## config.mk

```make
export PLATFORM = sky130hd
export DESIGN_NAME = avt_front
export DESIGN_NICKNAME = d
export VERILOG_FILES = /design/src/hdl/avt_pkg.sv /design/src/hdl/avt_front.sv
export SDC_FILE = /design/constraint.sdc
export NUM_CORES = 1
export LEC_CHECK = 0
export ABC_AREA = 1
export BUFFER_PORTS_ARGS = -buffer_cell sky130_fd_sc_hd__clkbuf_2
export CAP_MARGIN = 15
export CORE_MARGIN = 5
export CORE_UTILIZATION = 30
export DETAILED_ROUTE_END_ITERATION = 10
export HOLD_SLACK_MARGIN = 0.06
export PLACE_DENSITY_LB_ADDON = 0.25
export SLEW_MARGIN = 20
export SYNTH_ARGS = -nofsm -noshare
export SYNTH_HDL_FRONTEND = slang
export SYNTH_SLANG_ARGS = --single-unit
```

## constraint.sdc

```tcl
create_clock -name aclk -period 7.35 [get_ports aclk]
set_input_delay 1.47 -clock aclk [delete_from_list [all_inputs] [get_ports aclk]]
set_output_delay 1.47 -clock aclk [all_outputs]
set_load 0.01 [all_outputs]
```

## src/hdl/avt_pkg.sv

```systemverilog
// shared constants and types of the affine vertex transform
// no dependencies
package avt_pkg;

    localparam int VALUE_WIDTH_DEFAULT   = 32;
    localparam int FRACTION_BITS_DEFAULT = 16;

    localparam int OP_WIDTH       = 2;
    localparam int INDEX_WIDTH    = 4;
    localparam int MATRIX_ROWS    = 3;
    localparam int MATRIX_COLS    = 4;
    localparam int MATRIX_ENTRIES = MATRIX_ROWS * MATRIX_COLS;
    localparam int VECTOR_LEN     = 3;
    localparam int QUEUE_DEPTH    = 4;

    typedef enum logic [OP_WIDTH-1:0] {
        OP_LOAD      = 2'd0,
        OP_POINT     = 2'd1,
        OP_DIRECTION = 2'd2,
        OP_RESERVED  = 2'd3
    } op_t;

    // control part of a queued command, the words travel beside it
    typedef struct packed {
        op_t                    op;
        logic [INDEX_WIDTH-1:0] index;
        logic                   last;
    } cmd_t;

endpackage

```

## src/hdl/avt_front.sv

```systemverilog
// front end: input handshake, command classification and input register
// depends on avt_pkg
module avt_front #(
    parameter int VALUE_WIDTH = avt_pkg::VALUE_WIDTH_DEFAULT
) (
    input  logic                                    aclk,
    input  logic                                    aresetn,
    input  logic                                    s_valid,
    output logic                                    s_ready,
    input  logic [avt_pkg::OP_WIDTH-1:0]            s_operation,
    input  logic [avt_pkg::INDEX_WIDTH-1:0]         s_entry_index,
    input  logic signed [VALUE_WIDTH-1:0]           s_entry_value,
    input  logic signed [VALUE_WIDTH-1:0]           s_x_in,
    input  logic signed [VALUE_WIDTH-1:0]           s_y_in,
    input  logic signed [VALUE_WIDTH-1:0]           s_z_in,
    input  logic                                    s_last_in,
    output logic                                    q_valid,
    input  logic                                    q_ready,
    output avt_pkg::cmd_t                           q_cmd,
    output logic [avt_pkg::VECTOR_LEN*VALUE_WIDTH-1:0] q_data
);

    localparam int DATA_W = avt_pkg::VECTOR_LEN * VALUE_WIDTH;

    logic              cmd_valid_reg, cmd_valid_next;
    avt_pkg::cmd_t     cmd_reg, cmd_next;
    logic [DATA_W-1:0] data_reg, data_next;
    logic              keep;
    logic              accept;

    // drop reserved codes and loads past the last entry
    always_comb begin
        case (avt_pkg::op_t'(s_operation))
            avt_pkg::OP_LOAD: begin
                keep = s_entry_index < avt_pkg::INDEX_WIDTH'(avt_pkg::MATRIX_ENTRIES);
            end
            avt_pkg::OP_POINT, avt_pkg::OP_DIRECTION: begin
                keep = 1'b1;
            end
            default: begin
                keep = 1'b0;
            end
        endcase
    end

    assign s_ready = !cmd_valid_reg || q_ready;
    assign accept  = s_valid && s_ready;

    always_comb begin
        cmd_next.op    = avt_pkg::op_t'(s_operation);
        cmd_next.index = s_entry_index;
        cmd_next.last  = s_last_in;
        // a load carries its value in the x slot
        if (avt_pkg::op_t'(s_operation) == avt_pkg::OP_LOAD) begin
            data_next = {s_z_in, s_y_in, s_entry_value};
        end else begin
            data_next = {s_z_in, s_y_in, s_x_in};
        end
        if (accept) begin
            cmd_valid_next = keep;
        end else if (q_ready) begin
            cmd_valid_next = 1'b0;
        end else begin
            cmd_valid_next = cmd_valid_reg;
        end
    end

    always_ff @(posedge aclk) begin
        if (!aresetn) begin
            cmd_valid_reg <= 1'b0;
        end else begin
            cmd_valid_reg <= cmd_valid_next;
        end
    end

    always_ff @(posedge aclk) begin
        if (accept && keep) begin
            cmd_reg  <= cmd_next;
            data_reg <= data_next;
        end
    end

    assign q_valid = cmd_valid_reg;
    assign q_cmd   = cmd_reg;
    assign q_data  = data_reg;

endmodule

```

; After elaboration in Yosys (flattened, before gate mapping)
; Index checks and enable logic that the tools add are counted.
[op_classes]
n_lt_le_gt_ge = 1
n_eq_ne = 2
mux = 4
reduce_logical = 7
[ops]
columns = operator, count
row1 = two-way mux 32 bit, 1
row2 = < comparator 4 bit (second input constant), 1
row3 = == test 2 x 1 -> 1 bit (second input constant), 1
row4 = == test 2 bit (second input constant), 1
row5 = logical AND 1 bit, 2
row6 = zero test 2 bit, 1
row7 = two-way mux 1 bit, 2
row8 = case mux 1 bit (2 select lines), 1
row9 = nonzero test 2 bit, 1
row10 = OR reduction 2 bit, 1
row11 = zero test 1 bit, 1
row12 = logical OR 1 bit, 1
[totals]
regBits = 104
output_inout_bits = 105

; Longest topological paths before layout
[depth]
word_depth = 4
mapped_depth = 7
ltp_nobuf = 6

; Worst setup path before layout
; OpenSTA, ideal clock, no wires.
[synth_timing]
kind = input-to-reg
startpoint = input s_operation[0] in the netlist's numbering
endpoint = register cmd_reg (netlist bit q_cmd[0]) (enable)
setup_time_ns = 0.457
t_arrival_ns = 3.959
t_required_ns = 6.893
slack_ns = 2.934
path_stages = 7
n_path_buf = 1
cell_sequence = inv_1 -> ha_1 -> buf_6 -> nand2_1 -> nand2_1 -> nand2_1 -> inv_1
[synth_between]
elab_chain_cells = 4
word_cells_on_any_way = 6
classes_between = eq/ne (2) / mux (1) / reduce/logical (3)
[synth_rtl]
columns = item, line_no
row1 = from (decl), avt_front.sv:10  ; input logic [avt_pkg::OP_WIDTH-1:0] s_operation,
row2 = == test 2 x 1 -> 1 bit / == test 2 bit (equally long branches), avt_front.sv:33  ; case (avt_pkg::op_t'(s_operation))
row3 = OR reduction 2 bit, avt_front.sv:33
row4 = case mux 1 bit (2 select lines) *, avt_front.sv:33
row5 = logical AND 1 bit *, avt_front.sv:77  ; if (accept && keep) begin
row6 = to (signal assigned), avt_front.sv:78  ; cmd_reg <= cmd_next;
row7 = to (decl), avt_front.sv:26  ; avt_pkg::cmd_t cmd_reg, cmd_next;
; Every way passes the cells marked *; elsewhere a longest branch is shown, timed or not.
; A chain may end at the register's enable or synchronous reset.

; Worst setup path after layout
[layout_timing]
startpoint = input s_operation[0] in the netlist's numbering
endpoint = register cmd_reg (netlist bit q_cmd[3]) (enable)
; Same word-level chain as after synthesis.

==> summary.txt <==
Outcome
  • Status: finished clean

Clocking
  • Later-pin clock latency in the skew report: 340 ps
  • Sink Count: 104
  • CTS tree: yes
  • Max Buffers Root-to-Sink: 2
  • Clk slew on worst S/H paths: approximately 70 ps
  • CTS root buf: clkbuf_16
  • CTS resizes: 0
  • CTS H-Tree Depth: 3
  • Total CTS buffers: 9
  • Setup Fix Bufs, Post-CTS: 0
  • Cts-stage hold buffer count: 0

Timing
  • Post-route setup slack: between 3000 and 4000 ps
  • Setup TNS Final: 0 ps
  • Hold Vio Cnt, Final: 0
  • Worst Max-Slew Pin Slew: 694.4 ps
  • Fin. max-slew vios: 0
  • Fin crit period: roughly 3700 ps
  • Clock skew: roughly 9.5 ps
  • Setup violations, final: 0
  • FMAX: 0.2679 GHz
  • Fin crit share: between 50% and 60%
  • RSZ-0062 raised after global routing: no
  • Relative max-transition margin: about 54%

Global routing
  • Initial antenna violation count: 0
  • Total gr overflow: 0
  • Number of global-route vias before repair: around 2.4k
  • Largest net degree at the start of global routing: 55
  • GRT Resource Usage Total: a little under an eighth
  • First-pass GRT wire length: roughly 13 mm

Yosys
  • Warning count from the yosys run: 0
  • Synth Register Bits: approximately 100
  • Synthesized area: 3744 sq um
  • Mean post-synth cell area: around 24 sq um
  • Gate Count Post-Synth: roughly 160
  • Post-Syn Nets: 299
  • Primary FF master, synth: edfxtp_1
  • Fraction of registers with async set/reset: 0%
  • Yosys cell types: 11
  • Synth top cells by count: edfxtp_1 (103), mux2_4 (30), inv_1 (8), nand2_1 (5), buf_12 (3)
  • Top-area cell type share of the netlist area: between 80% and 90%
  • Post-synth EDFFs: 103
  • Area contributors post-synth: edfxtp_1 (83%), mux2_4 (12%), buf_12 (1.6%)
  • Count leader, synth: edfxtp_1
  • Post-synthesis sequential area ratio: between 80% and 90%
  • Yosys top cell by area: edfxtp_1

Setup path
  • Critical Path Source: s_operation[0]
  • Critical path's largest stage delay: about 670 ps
  • Flop2flop setup slack: between 5000 and 6000 ps
  • Worst path cell trace: clkbuf_2 -> inv_1 -> ha_4 -> nand2_1 -> nand2_1 -> nand2_1 -> inv_4 -> buf_4
  • WP data required: between 7000 and 8000 ps
  • Worst flop-to-flop path startpoint: q_valid
  • Worst Path Arrival: between 3000 and 4000 ps
  • FF-to-FF path depth: 6
  • Crit start category: input port
  • FF-to-FF End: q_cmd[3]
  • Most frequent CP cell: nand2_1
  • Slowest cell on the critical path: buf_4
  • Worst Setup End Kind: flip-flop
  • Critical path endpoint: q_cmd[3]
  • Worst-path maximum fanout: 54
  • WS Path Type: input port to flip-flop

Place
  • Placed cell areas: between 5000 and 6000 sq um
  • Port bufs: 243
  • Post-DP HPWL: approximately 7 mm
  • GPL Wtd Cong: 0.6756
  • Post-place setup slack: 2856 ps

Drt
  • Via density: 4.003
  • Initial DRT Pass Iterations: 5
  • DR top layer: met4
  • DRT met1 WL: between 3 and 4 mm
  • Antenna-violating nets left: 0
  • Routed vias: 2330
  • Routed Wire Length: ~8.9 mm
  • WL/cell: between 15 and 20 um
  • Initial detailed-routing violation count: about 160
  • Drc violations: 0
  • Met3 routed WL: about 1.0 mm
  • Met2 wire len: about 4.3 mm

Power and ir drop
  • Lkg Pwr: around 0.0024 uW
  • Worst VDD drop: between 80 and 90 uV
  • Power Density: 242.4 nW/um^2

Floorplanning
  • Die Area: ~15000 sq um
  • Chip Height: 121.7 um
  • Die W: 121.7 um
  • Starting Density: a little under a third
  • Io pins: approximately 240
  • Core ar.: ~12000 sq um
  • Num rows: 40

Final layout
  • Share of layout cells above drive strength 1: ~71%
  • Final Util: around 45%
  • # fillers: between 1k and 1.5k
  • Nets: between 500 and 600
  • Register area: slightly above 3000 sq um
  • Post-layout instance area: 5418 sq um
  • Inserted Diodes: 0
  • P&R area growth vs syn: 44.72%
  • Multi-input logic area: 541.8 sq um

Job
  • MaxCap Viol Count: 0

Worst hold path
  • Worst Hold Class: flip-flop to flip-flop
[layer usage]
layer  global-route usage, %  vias up
met4                   4.202        0
met5                       0        -
met3                   4.318        7
met1                   13.63     1064
met2                   18.96      150
li1                        -     1109
[through the flow]
stage	hold WS (ps)	instances	power, uW
global placement	559.9	566	854.3
CTS	574.3	582	1334
global route	621.1	582	1373
finish	567.9	582	1313
detailed placement	558.9	566	857.3
floorplan	625.4	158	784.2
[worst max-delay path, delay by kind of cell]
family / cells / cell delay [ps]
buffers and inverters: 4 / 1320
adders and majority gates: 1 / 560
and+or+nand+nor: 3 / 280
[area by class of cell]
class / instances / area share (%)
Inverter: 8 / 0.6005
Timing Repair Buffer: 244 / 22.59
Sequential cell: 104 / 57.46
Clock inverter: 6 / 1.247
Multi-Input combinational cell: 42 / 10.00
Tap cell: 168 / 3.880
Clock buffer: 10 / 4.226
[logic make-up (layout without fill, tap and decap cells)]
logic type | after synthesis | after routing | share of synthesized area (%)
buf+inv | 12 | 268 | 2.707
simple gates | 7 | 7 | 0.7020
mux | 32 | 32 | 12.63
compound gates | 1 | 1 | 0.1336
fa+ha+maj | 2 | 2 | 0.6683
flops | 104 | 104 | 83.16
[cell usage in the layout (no fill, tap or decap)]
cell type   count
a21oi_1         1
buf_4           1
bufinv_16       1
clkbuf_1        1
clkbuf_16       9
clkbuf_2      243
clkinv_2        1
clkinv_4        1
clkinvlp_4      2
dfxtp_1         1
edfxtp_1      103
ha_1            1
ha_4            1
inv_1           7
inv_4           1
inv_6           1
mux2_2          2
mux2_4         30
nand2_1         5
nor2_1          2
[flip-flops by register name (all words and copies together) (netlist names)]
register	flops
q_cmd	7
q_data	96
q_valid	1
[worst min-delay path by stage]
stage,startpoint,end,slack (ps),cells past startpoint
floorplan,q_valid,q_valid,630,4
global placement,q_valid,q_valid,560,4
detailed placement,q_valid,q_valid,560,4
CTS,q_valid,q_valid,570,4
global route,q_valid,q_valid,620,4
finish,q_valid,q_valid,570,4
[where the power goes]
group | switching (uW) | internal [uW]
Combinational | 67.7 | 68.3
Sequential | 8.22 | 696
Clock | 207 | 265
Power figures use the tool's default switching activity.
