<file path="src/hdl/avt_fifo.sv">
// small command queue between front and back end
// no package dependencies
module avt_fifo #(
    parameter int WIDTH = 8,
    parameter int DEPTH = 4
) (
    input  logic             aclk,
    input  logic             aresetn,
    input  logic             in_valid,
    output logic             in_ready,
    input  logic [WIDTH-1:0] in_data,
    output logic             out_valid,
    input  logic             out_ready,
    output logic [WIDTH-1:0] out_data
);

    localparam int PTR_W   = (DEPTH > 1) ? $clog2(DEPTH) : 1;
    localparam int COUNT_W = $clog2(DEPTH + 1);

    logic [WIDTH-1:0]   mem_reg [DEPTH];
    logic [PTR_W-1:0]   wr_ptr_reg, wr_ptr_next;
    logic [PTR_W-1:0]   rd_ptr_reg, rd_ptr_next;
    logic [COUNT_W-1:0] count_reg, count_next;
    logic               push;
    logic               pop;

    assign in_ready  = count_reg != COUNT_W'(DEPTH);
    assign out_valid = count_reg != '0;
    assign push      = in_valid && in_ready;
    assign pop       = out_valid && out_ready;
    assign out_data  = mem_reg[rd_ptr_reg];

    always_comb begin
        wr_ptr_next = wr_ptr_reg;
        rd_ptr_next = rd_ptr_reg;
        count_next  = count_reg;
        if (push) begin
            wr_ptr_next = (wr_ptr_reg == PTR_W'(DEPTH - 1)) ? '0 : wr_ptr_reg + 1'b1;
        end
        if (pop) begin
            rd_ptr_next = (rd_ptr_reg == PTR_W'(DEPTH - 1)) ? '0 : rd_ptr_reg + 1'b1;
        end
        if (push && !pop) begin
            count_next = count_reg + 1'b1;
        end else if (pop && !push) begin
            count_next = count_reg - 1'b1;
        end
    end

    always_ff @(posedge aclk) begin
        if (!aresetn) begin
            wr_ptr_reg <= '0;
            rd_ptr_reg <= '0;
            count_reg  <= '0;
        end else begin
            wr_ptr_reg <= wr_ptr_next;
            rd_ptr_reg <= rd_ptr_next;
            count_reg  <= count_next;
        end
    end

    always_ff @(posedge aclk) begin
        if (push) begin
            mem_reg[wr_ptr_reg] <= in_data;
        end
    end

endmodule

</file>
<file path="config.mk">
export PLATFORM = sky130hd
export DESIGN_NAME = avt_fifo
export DESIGN_NICKNAME = d
export VERILOG_FILES = /design/src/hdl/avt_fifo.sv
export SDC_FILE = /design/constraint.sdc
export NUM_CORES = 1
export LEC_CHECK = 0
export BUFFER_PORTS_ARGS = -buffer_cell sky130_fd_sc_hd__clkbuf_2
export CORE_UTILIZATION = 40
export CTS_CLUSTER_SIZE = 24
export DETAILED_ROUTE_END_ITERATION = 8
export PLACE_DENSITY = 0.64
export SLEW_MARGIN = 10
export SYNTH_ARGS = -nofsm -noshare
export SYNTH_HDL_FRONTEND = slang
export SYNTH_SLANG_ARGS = --single-unit
</file>
<file path="constraint.sdc">
create_clock -name aclk -period 6.62 [get_ports aclk]
set_input_delay 0.331 -clock aclk [delete_from_list [all_inputs] [get_ports aclk]]
set_output_delay 0.331 -clock aclk [all_outputs]
set_load 0.02 [all_outputs]
</file>
### After elaboration in Yosys (flattened, before gate mapping)

Memories as Yosys holds them, arrays and structs flattened. A register that Yosys moved wholly into a read port is not among the register bits.
Index checks and enable logic that the tools add are counted.
Widths: inputs -> output; s select.

| operators by class | value |
|---|---|
| divide/modulo/power cells | 0 |
| add/subtract/negate cells | 4 |
| bitwise logic cells | 0 |
| multipliers | 0 |
| equal/unequal tests | 3 |
| shift-type cells | 0 |
| order comparisons | 0 |
| reductions and logical operators | 8 |
| multiplexer cells | 8 |

Operators with widths:

| operator | number |
|---|---|
| $mux 2 | 4 |
| $mux 3 | 2 |
| $add 2x1->2 const B | 2 |
| $eq 2x2->1 const B | 2 |
| $logic_and 1x1->1 | 4 |
| $add 3x1->3 const B | 1 |
| $ne 3x3->1 const B | 1 |
| $reduce_bool 3->1 | 1 |
| $sub 3x1->3 const B | 1 |
| $logic_not 1->1 | 2 |
| $mux 1 | 2 |
| $reduce_bool 2->1 | 1 |

| storage, ports and cells | value |
|---|---|
| register bits after elaboration | 7 |
| latch bits | 0 |
| memories | 1 |
| bits in read-only memories | 0 |
| word-level logic and storage cells | 27 |
| bits in writable memories | 32 |

Memories:

| memory | words | bits a word | rd ports | clocked after memory_dff | wr ports | line | source |
|---|---|---|---|---|---|---|---|
| mem_reg | 4 | 8 | 1 | 1 | 1 | 20 | `logic [WIDTH-1:0] mem_reg [DEPTH];` |

### Depth between registers and ports, before layout

Gate-level depths: netlist of the first run.

| depth | value |
|---|---|
| depth in word-level cells | 6 |
| depth in mapped cells | 9 |

### Worst setup path after synthesis of the first run

Ideal clock, no wire load.

| path | value |
|---|---|
| path kind | flip-flop to flip-flop |
| start point | reg count_reg[0] |
| end point | reg count_reg[2] |
| library setup time | 76 ps |
| clock period less this slack | 2231 ps |
| path buffers | 1 |
| stages on the path, launching flop included | 10 |
| slack | 4389 ps |
| arrival time | 2155 ps |
| cells stage by stage | dfxtp_1 -> or3b_1 -> clkbuf_2 -> and2_4 -> ha_1 -> inv_1 -> fa_1 -> xor2_1 -> or3_2 -> a21boi_0 |

| between the ends | value |
|---|---|
| word-level cells in the longest chain between the ends | 5 |
| elaborated cells on any way between the ends | 13 |
| classes of those cells | add/sub (2); eq/ne (1); mux (2); reduce/logical (8) |

Ends and longest elaborated chain:

| what | line | source |
|---|---|---|
| start: declaration | 23 | `logic [COUNT_W-1:0] count_reg, count_next;` |
| start signal: assignment | 58 | `count_reg <= count_next;` |
| $ne 3x3->1 * | 27 | `assign in_ready = count_reg != COUNT_W'(DEPTH);` |
| via in_ready | 10 | `output logic in_ready,` |
| $logic_and 1x1->1 * | 29 | `assign push = in_valid && in_ready;` |
| via push | 24 | `logic push;` |
| $logic_not 1->1 | 45 | `end else if (pop && !push) begin` |
| $logic_and 1x1->1 | 45 |  |
| $reduce_bool 2->1 (no source line) | - |  |

Mark *: on every way through the listed nets, which the timed path passes. The rest lies on a longest branch. The select of a mux whose other input is x is not followed.
A chain may end at the register's enable or synchronous reset.

### Final worst setup path of the first run

| path | value |
|---|---|
| start point | reg count_reg[0] |
| end point | reg count_reg[2] |

| between the ends | value |
|---|---|
| word-level cells in the longest chain between the ends | 5 |
| elaborated cells on any way between the ends | 13 |
| classes of those cells | add/sub (2); eq/ne (1); mux (2); reduce/logical (8) |

Ends and longest elaborated chain:

| what |
|---|
| branches (longest 5 deep; another with $sub 3x1->3) |

Parallel ways; which one is timed is not known. The select of a mux whose other input is x is not followed.

==> summary.md, run 1 <==
| Metric | Value |
|---|---|
| Status | finished, final reports clean |
| Post-Layout Cell Count | 166 |
| H-Tree Depth | 2 |
| Die ar. | roughly 4300 um2 |
| Row count | 22 |
| First-pass GRT wire length | just over 4000 um |
| Drt pass-1 iters | 4 |
| Bufs on Longest Clock Path | 2 |
| # IOs | 22 |
| Slew of the pin with the lowest slew margin | around 0.57 ns |
| RSZ-0062 raised after global routing | false |
| Placed Instances | 158 |
| Starting DRT DRC Count | 23 |
| #FFs+latches synth | slightly above 40 |
| Hold Path Class | primary input to register |
| Tcrit/Tclk final | 37.7% |
| Data arrival, critical path | 2.70 ns |
| Clk root buf | clkbuf_8 |
| Fmax | between 400 and 500 MHz |
| Hold Path Origin | in_data[0] |
| R2R cell count | 7 |
| CORE AREA | about 3800 um2 |
| Max-cap violations | 0 |
| WHS Endpoint | mem_reg[0][0]$_DFFE_PP_ |
| Critical Path Start Type | register |
| Slew Viols, Final | 0 |
| Max FFs per register | 32 |
| Fin crit period | between 2 and 2.5 ns |
| Hold Path Stages | 1 |
| Hpwl dp | 1720 um |
| Clock transition at the registers of the reported paths | about 0.07 ns |
| Rel. slew slack | between 60% and 70% |
| Hold buffer count at CTS | 0 |
| Mean routed wirelength per cell | ~15 um |
| CTS buffer count | 5 |
| R2R Path End | count_reg[2]$_SDFFE_PN0P_ |
| Crit. End Element | register |
| Final Skew | about 0.0087 ns |
| Initial core utilization | a little over two fifths |
| Nets | roughly 140 |
| TritonCTS sink count | between 40 and 50 |
| EDFF count, synth | 32 |
| Register-to-register setup slack | between 4 and 5 ns |
| Fillers | ~330 |
| Cells after Synth | just over 90 |
| GRT Util Overall | a little over an eighth |
| Clock latency on the worst-skew pair | roughly 0.29 ns |
| Setup violators final | 0 |
| Layout cells sized above 1 | a little over a third |
| Vias in the first global route | around 940 |
| Synth unique cells | 26 |
| ANT cells | 0 |
| Reg2Reg Launch Point | count_reg[0]$_SDFFE_PN0P_ |
| Worst EP required | between 6 and 7 ns |
| GR Overflow Total | 0 |
| Core Util, Final | about 50% |
| Syn avg cell area | about 18 um2 |
| # port buffers | 21 |
| Power per Cell Area | between 300 and 400 nW/um2 |
| Seq. cell area | around 1100 um2 |
| Via density | 5.15 |
| Routed wire length | 2470 um |
| Synth Warn # | 0 |
| Leak Pwr | 0.693 nW |
| Largest net degree at the start of global routing | 13 |
| CP Class | register to register |
| Multi-input logic area | roughly 470 um2 |
| Hold slack | ~0.26 ns |
| Die X | 65.9 um |
| Synth Net Count | between 100 and 150 |
| Most frequent cells in the layout | 32 x edfxtp_1, 21 x clkbuf_2, 9 x dfxtp_1, 8 x mux4_2, 6 x ha_1 |
| Setup TNS Final | 0 ns |
| Asr flop ratio synth | 0% |
| Post-CTS sizing | 0 |
| Area growth syn-to-layout | 15.5% |
| Register area share after synthesis | a little over two thirds |
| Routed vias | ~860 |
| DRT antenna net count | 0 |
| # DRC | 0 |
| Setup bufs post-CTS | 0 |
| Max rail drop VDD | between 0.1 and 0.15 mV |
| Initial antenna violation count | 0 |
| Post-Syn Area | around 1600 um2 |
| Max FO, Critical Path | 5 |
| Final Hold Vio Count | 0 |
| Synth Flop Type | edfxtp_1 |
| TritonCTS clock tree | done |
| Die span in y | roughly 66 um |
| Most common cell after layout, fill and taps aside | edfxtp_1 |
| GPL Wtd Cong | 0.706 |
==> worst max path at each step <==
| stage | start | end | slack [ns] | cells past startpoint |
|---|---|---|---|---|
| after floorplan | count_reg[0]$_SDFFE_PN0P_ | count_reg[2]$_SDFFE_PN0P_ | 4.39 | 9 |
| after CTS | count_reg[0]$_SDFFE_PN0P_ | count_reg[2]$_SDFFE_PN0P_ | 4.10 | 7 |
| after global placement | count_reg[0]$_SDFFE_PN0P_ | count_reg[2]$_SDFFE_PN0P_ | 4.34 | 7 |
| final | count_reg[0]$_SDFFE_PN0P_ | count_reg[2]$_SDFFE_PN0P_ | 4.12 | 7 |
| after global routing | count_reg[0]$_SDFFE_PN0P_ | count_reg[2]$_SDFFE_PN0P_ | 3.93 | 7 |
| after detailed placement | count_reg[0]$_SDFFE_PN0P_ | count_reg[2]$_SDFFE_PN0P_ | 4.13 | 7 |
==> power breakdown <==
group          internal, mW  leakage (nW)  switching, mW
clock                 0.111        0.0528         0.0774
sequential            0.317         0.367         0.0338
combinational        0.0966         0.273          0.112
==> cell usage after synthesis, types with 2 or more instances <==
master | number | area share, %
or3_2 | 2 | 0.92
inv_1 | 3 | 0.69
nand2_1 | 5 | 1.1
nand3_1 | 2 | 0.61
mux2i_1 | 2 | 1.2
edfxtp_1 | 32 | 59
dfxtp_1 | 9 | 11
mux4_2 | 8 | 11
ha_1 | 6 | 4.6
o21ai_0 | 4 | 1.2
and3_2 | 4 | 1.8
nor2_1 | 2 | 0.46
==> metal layers <==
layer / GRT usage (%) / vias up / part of all wire, %
met2: 24.2 / 22 / 52
met3: 4.83 / 6 / 5.3
met1: 14.2 / 427 / 41
met5: 0 / - / 0
li1: - / 400 / -
met4: 6.12 / 0 / 1.7
==> area by class of cell <==
class / count / share of cell area (%)
sequential: 41 / 60.4
multi-input combinational: 45 / 24.6
timing repair buffer: 21 / 5.56
clock buffer: 6 / 3.84
tap: 48 / 3.18
clock inverter: 2 / 1.79
inverter: 3 / 0.596
==> worst max-delay path, cell delays in order (launching register included) <==
cell and delay [ns]:
dfxtp_1 0.37, o31ai_1 0.54, ha_1 0.30, inv_1 0.06, fa_1 0.38, xor2_1 0.16
or3_2 0.42, a21boi_0 0.20
==> kinds of logic (layout without fill, tap and decap cells) <==
logic type / count (synthesis) / count (layout) / share of synthesized area, %
AOI/OAI and AO/OA: 6 / 6 / 2.14
DFF: 41 / 41 / 69.8
xor gates and xnor gates: 2 / 2 / 1.07
buffers and inverters: 7 / 32 / 1.76
muxes: 10 / 10 / 12.2
adders and majority gates: 7 / 7 / 5.81
and+or+nand+nor: 20 / 20 / 7.19
==> stage by stage <==
step                      setup WS (ns)  total power [mW]  cell area (um2)
after floorplan                    4.39             0.506             1640
after global placement             4.34             0.554             1780
after detailed placement           4.13             0.567             1780
after CTS                          4.10             0.756             1890
after global routing               3.93             0.789             1890
final                              4.12             0.748             1890
(Power assumes the default switching activity.)
==> inputs of run 2 (changes only) <==
==> constraint.sdc (replaced) <==
create_clock -name aclk -period 2.55 [get_ports aclk]
set_input_delay 0.1275 -clock aclk [delete_from_list [all_inputs] [get_ports aclk]]
set_output_delay 0.1275 -clock aclk [all_outputs]
set_load 0.02 [all_outputs]
==> run 2 against run 1 <==
  * Total power grew to 2.7 times the previous value
  * Final area grew 1.9%
  * Register-to-register slack lost 3.9 ns
  * Critical path depth grew 1
  * Sequential cell count is the same
  * Count of clock-buffer cells in the layout shrank 1
  * Via count shrank 1.1%
==> summary.md, run 2 (synthesis gave the netlist of run 1 again) <==
| Metric | Value |
|---|---|
| Clock latency on the worst-skew pair | 0.29 ns (about the same) |
| GPL Wtd Cong | 0.753 (+6.6%) |
| Hold buffer count at CTS | 0 (unchanged) |
| Setup violators final | 0 (unchanged) |
| Clk root buf | clkbuf_8 |
| CP max stage cell | dfxtp_1 |
| Final Skew | 0.00509 ns (-0.00358 ns) |
| Worst slack, placed | 0.257 ns (-3.87 ns) |
| Most common cell after layout, fill and taps aside | edfxtp_1 |
| Seq. cell area | 1140 um2 (unchanged) |
| Hold Path Origin | in_data[0] |
| Slew of the pin with the lowest slew margin | 0.543 ns (-0.0319 ns) |
| Max FO, Critical Path | 7 (+2) |
| Tcrit/Tclk final | 89.7% (+52 points) |
| Die X | 65.9 um (unchanged) |
| Max FFs per register | 32 (unchanged) |
| Post-route cell area | 1920 um2 (+1.9%) |
| Crit. End Element | register |
| # port buffers | 21 (unchanged) |
| Hold Path Class | primary input to register |
| Routed vias | 846 (-1.1%) |
| GRT Util Overall | 13.9% (+0.28 points) |
| Rel. slew slack | 63.7% (+2.4 points) |
| # IOs | 22 (unchanged) |
| Status | finished, final reports clean |
| Hpwl dp | 1780 um (+3.1%) |
| Initial antenna violation count | 0 (unchanged) |
| Sw Pwr | 0.584 mW (+160%) |
| Nets | 137 (+0.74%) |
| Leak Pwr | 0.713 nW (+2.9%) |
| Sw frac | 28.4% (-1.4 points) |
| Reg2Reg Launch Point | count_reg[0]$_SDFFE_PN0P_ |
| First-pass GRT wire length | 4110 um (+0.17%) |
| Final Hold Vio Count | 0 (unchanged) |
| Fillers | 328 (-0.30%) |
| # DRC | 0 (unchanged) |
| Fin crit period | 2.29 ns (-0.208 ns) |
| Combinational fraction of design power | 26.6% (-1.2 points) |
| Layout cells sized above 1 | 37.8% (+2.2 points) |
| Row count | 22 (unchanged) |
| Vias in the first global route | 877 (-7.1%) |
| Post-DP Area | 1790 um2 (+0.42%) |
| Power per Cell Area | 1070 nW/um2 (+170%) |
| Most frequent cells in the layout | 32 x edfxtp_1, 21 x clkbuf_2, 9 x dfxtp_1, 8 x mux4_2, 6 x ha_1 |
| Largest net degree at the start of global routing | 14 (+1) |
| Max-cap violations | 0 (unchanged) |
| Area growth syn-to-layout | 17.7% |
| Starting DRT DRC Count | 20 (-13%) |
| Clock transition at the registers of the reported paths | 0.08 ns (about the same) |
| Max rail drop VDD | 0.429 mV (+190%) |
| Setup TNS Final | 0 ns (unchanged) |
| Setup slack after layout | 0.262 ns (-3.86 ns) |
| H-Tree Depth | 2 (unchanged) |
| Initial core utilization | 43.1% (unchanged) |
| Worst EP required | 2.77 ns (-4.06 ns) |
| Pint | 1.47 mW (+180%) |
| Multi-input logic area | 465 um2 (unchanged) |
| Bufs on Longest Clock Path | 2 (unchanged) |
| TritonCTS clock tree | done |
| Slew Viols, Final | 0 (unchanged) |
| Data arrival, critical path | 2.51 ns (-0.19 ns) |
| Post-CTS sizing | 0 (unchanged) |
| Routed wire length | 2490 um (+0.73%) |
| Drt pass-1 iters | 4 (unchanged) |
| Mean routed wirelength per cell | 14.9 um (+0.13%) |
| CORE AREA | 3800 um2 (unchanged) |
| Fmax | 437 MHz (+9.1%) |
| Die span in y | 65.9 um (unchanged) |
| Hold slack | 0.0461 ns (-0.211 ns) |
| Post-Layout Cell Count | 167 (+0.60%) |
| Largest stage delay on the critical path | 0.42 ns (-0.12 ns) |
| Power, Total | 2.06 mW (+170%) |
| ANT cells | 0 (unchanged) |
| CTS buffer count | 5 (unchanged) |
| CP Class | register to register |
| RSZ-0062 raised after global routing | false |
| CP cell instances | or3b_1 -> and2_4 -> ha_1 -> inv_1 -> fa_1 -> xor2_1 -> or3_2 -> a21boi_0 |
| TritonCTS sink count | 41 (unchanged) |
| Via density | 5.07 (-1.6%) |
| Sequential share of power | 44.2% (-2.7 points) |
| GR Overflow Total | 0 (unchanged) |
| Clock power share | 29.2% (+4.0 points) |
| Crit path launch | count_reg[0]$_SDFFE_PN0P_ |
| Setup bufs post-CTS | 0 (unchanged) |
| DRT antenna net count | 0 (unchanged) |
| Placed Instances | 159 (+0.63%) |
| Critical Path Start Type | register |
| Die ar. | 4350 um2 (unchanged) |
| Core Util, Final | 50.7% (+0.92 points) |
## run 2: critical path: cells and delay by family (launching register included)
kind	cells	cell delay, ns
DFF	1	0.42
and+or+nand+nor	3	0.84
xor gates and xnor gates	1	0.15
AOI/OAI and AO/OA	1	0.16
buffers and inverters	1	0.07
adders and majority gates	2	0.57
## run 2: power by group through the flow
stage / clock, mW / sequential [mW] / combinational [mW]
after global placement: 0 / 0.921 / 0.530
final: 0.600 / 0.909 / 0.546
after detailed placement: 0 / 0.930 / 0.555
after CTS: 0.612 / 0.915 / 0.558
after floorplan: 0 / 0.878 / 0.436
after global routing: 0.638 / 0.931 / 0.600
## run 2: per-layer routing
layer	global-route usage, %	part of all wire, %	vias up
li1	-	-	402
met5	0	0	-
met2	24.9	54	22
met4	5.59	2.0	0
met1	14.2	39	415
met3	5.69	5.7	7
## run 2: worst paths after layout
check / cells after the start / slack [ns] / to
setup / recovery: 8 / 0.26 / count_reg[2]$_SDFFE_PN0P_
hold / removal: 1 / 0.05 / mem_reg[1][0]$_DFFE_PP_
setup reg to reg: 8 / 0.26 / count_reg[2]$_SDFFE_PN0P_
hold reg to reg: 2 / 0.51 / wr_ptr_reg[1]$_SDFFE_PN0P_
## run 2: layout make-up
| class | count | share of cell area, % |
|---|---|---|
| Clock buffer | 5 | 3.58 |
| Clock inverter | 3 | 3.38 |
| Inverter | 3 | 0.585 |
| Multi-Input combinational cell | 45 | 24.2 |
| Sequential cell | 41 | 59.3 |
| Tap cell | 48 | 3.12 |
| Timing Repair Buffer | 22 | 5.85 |
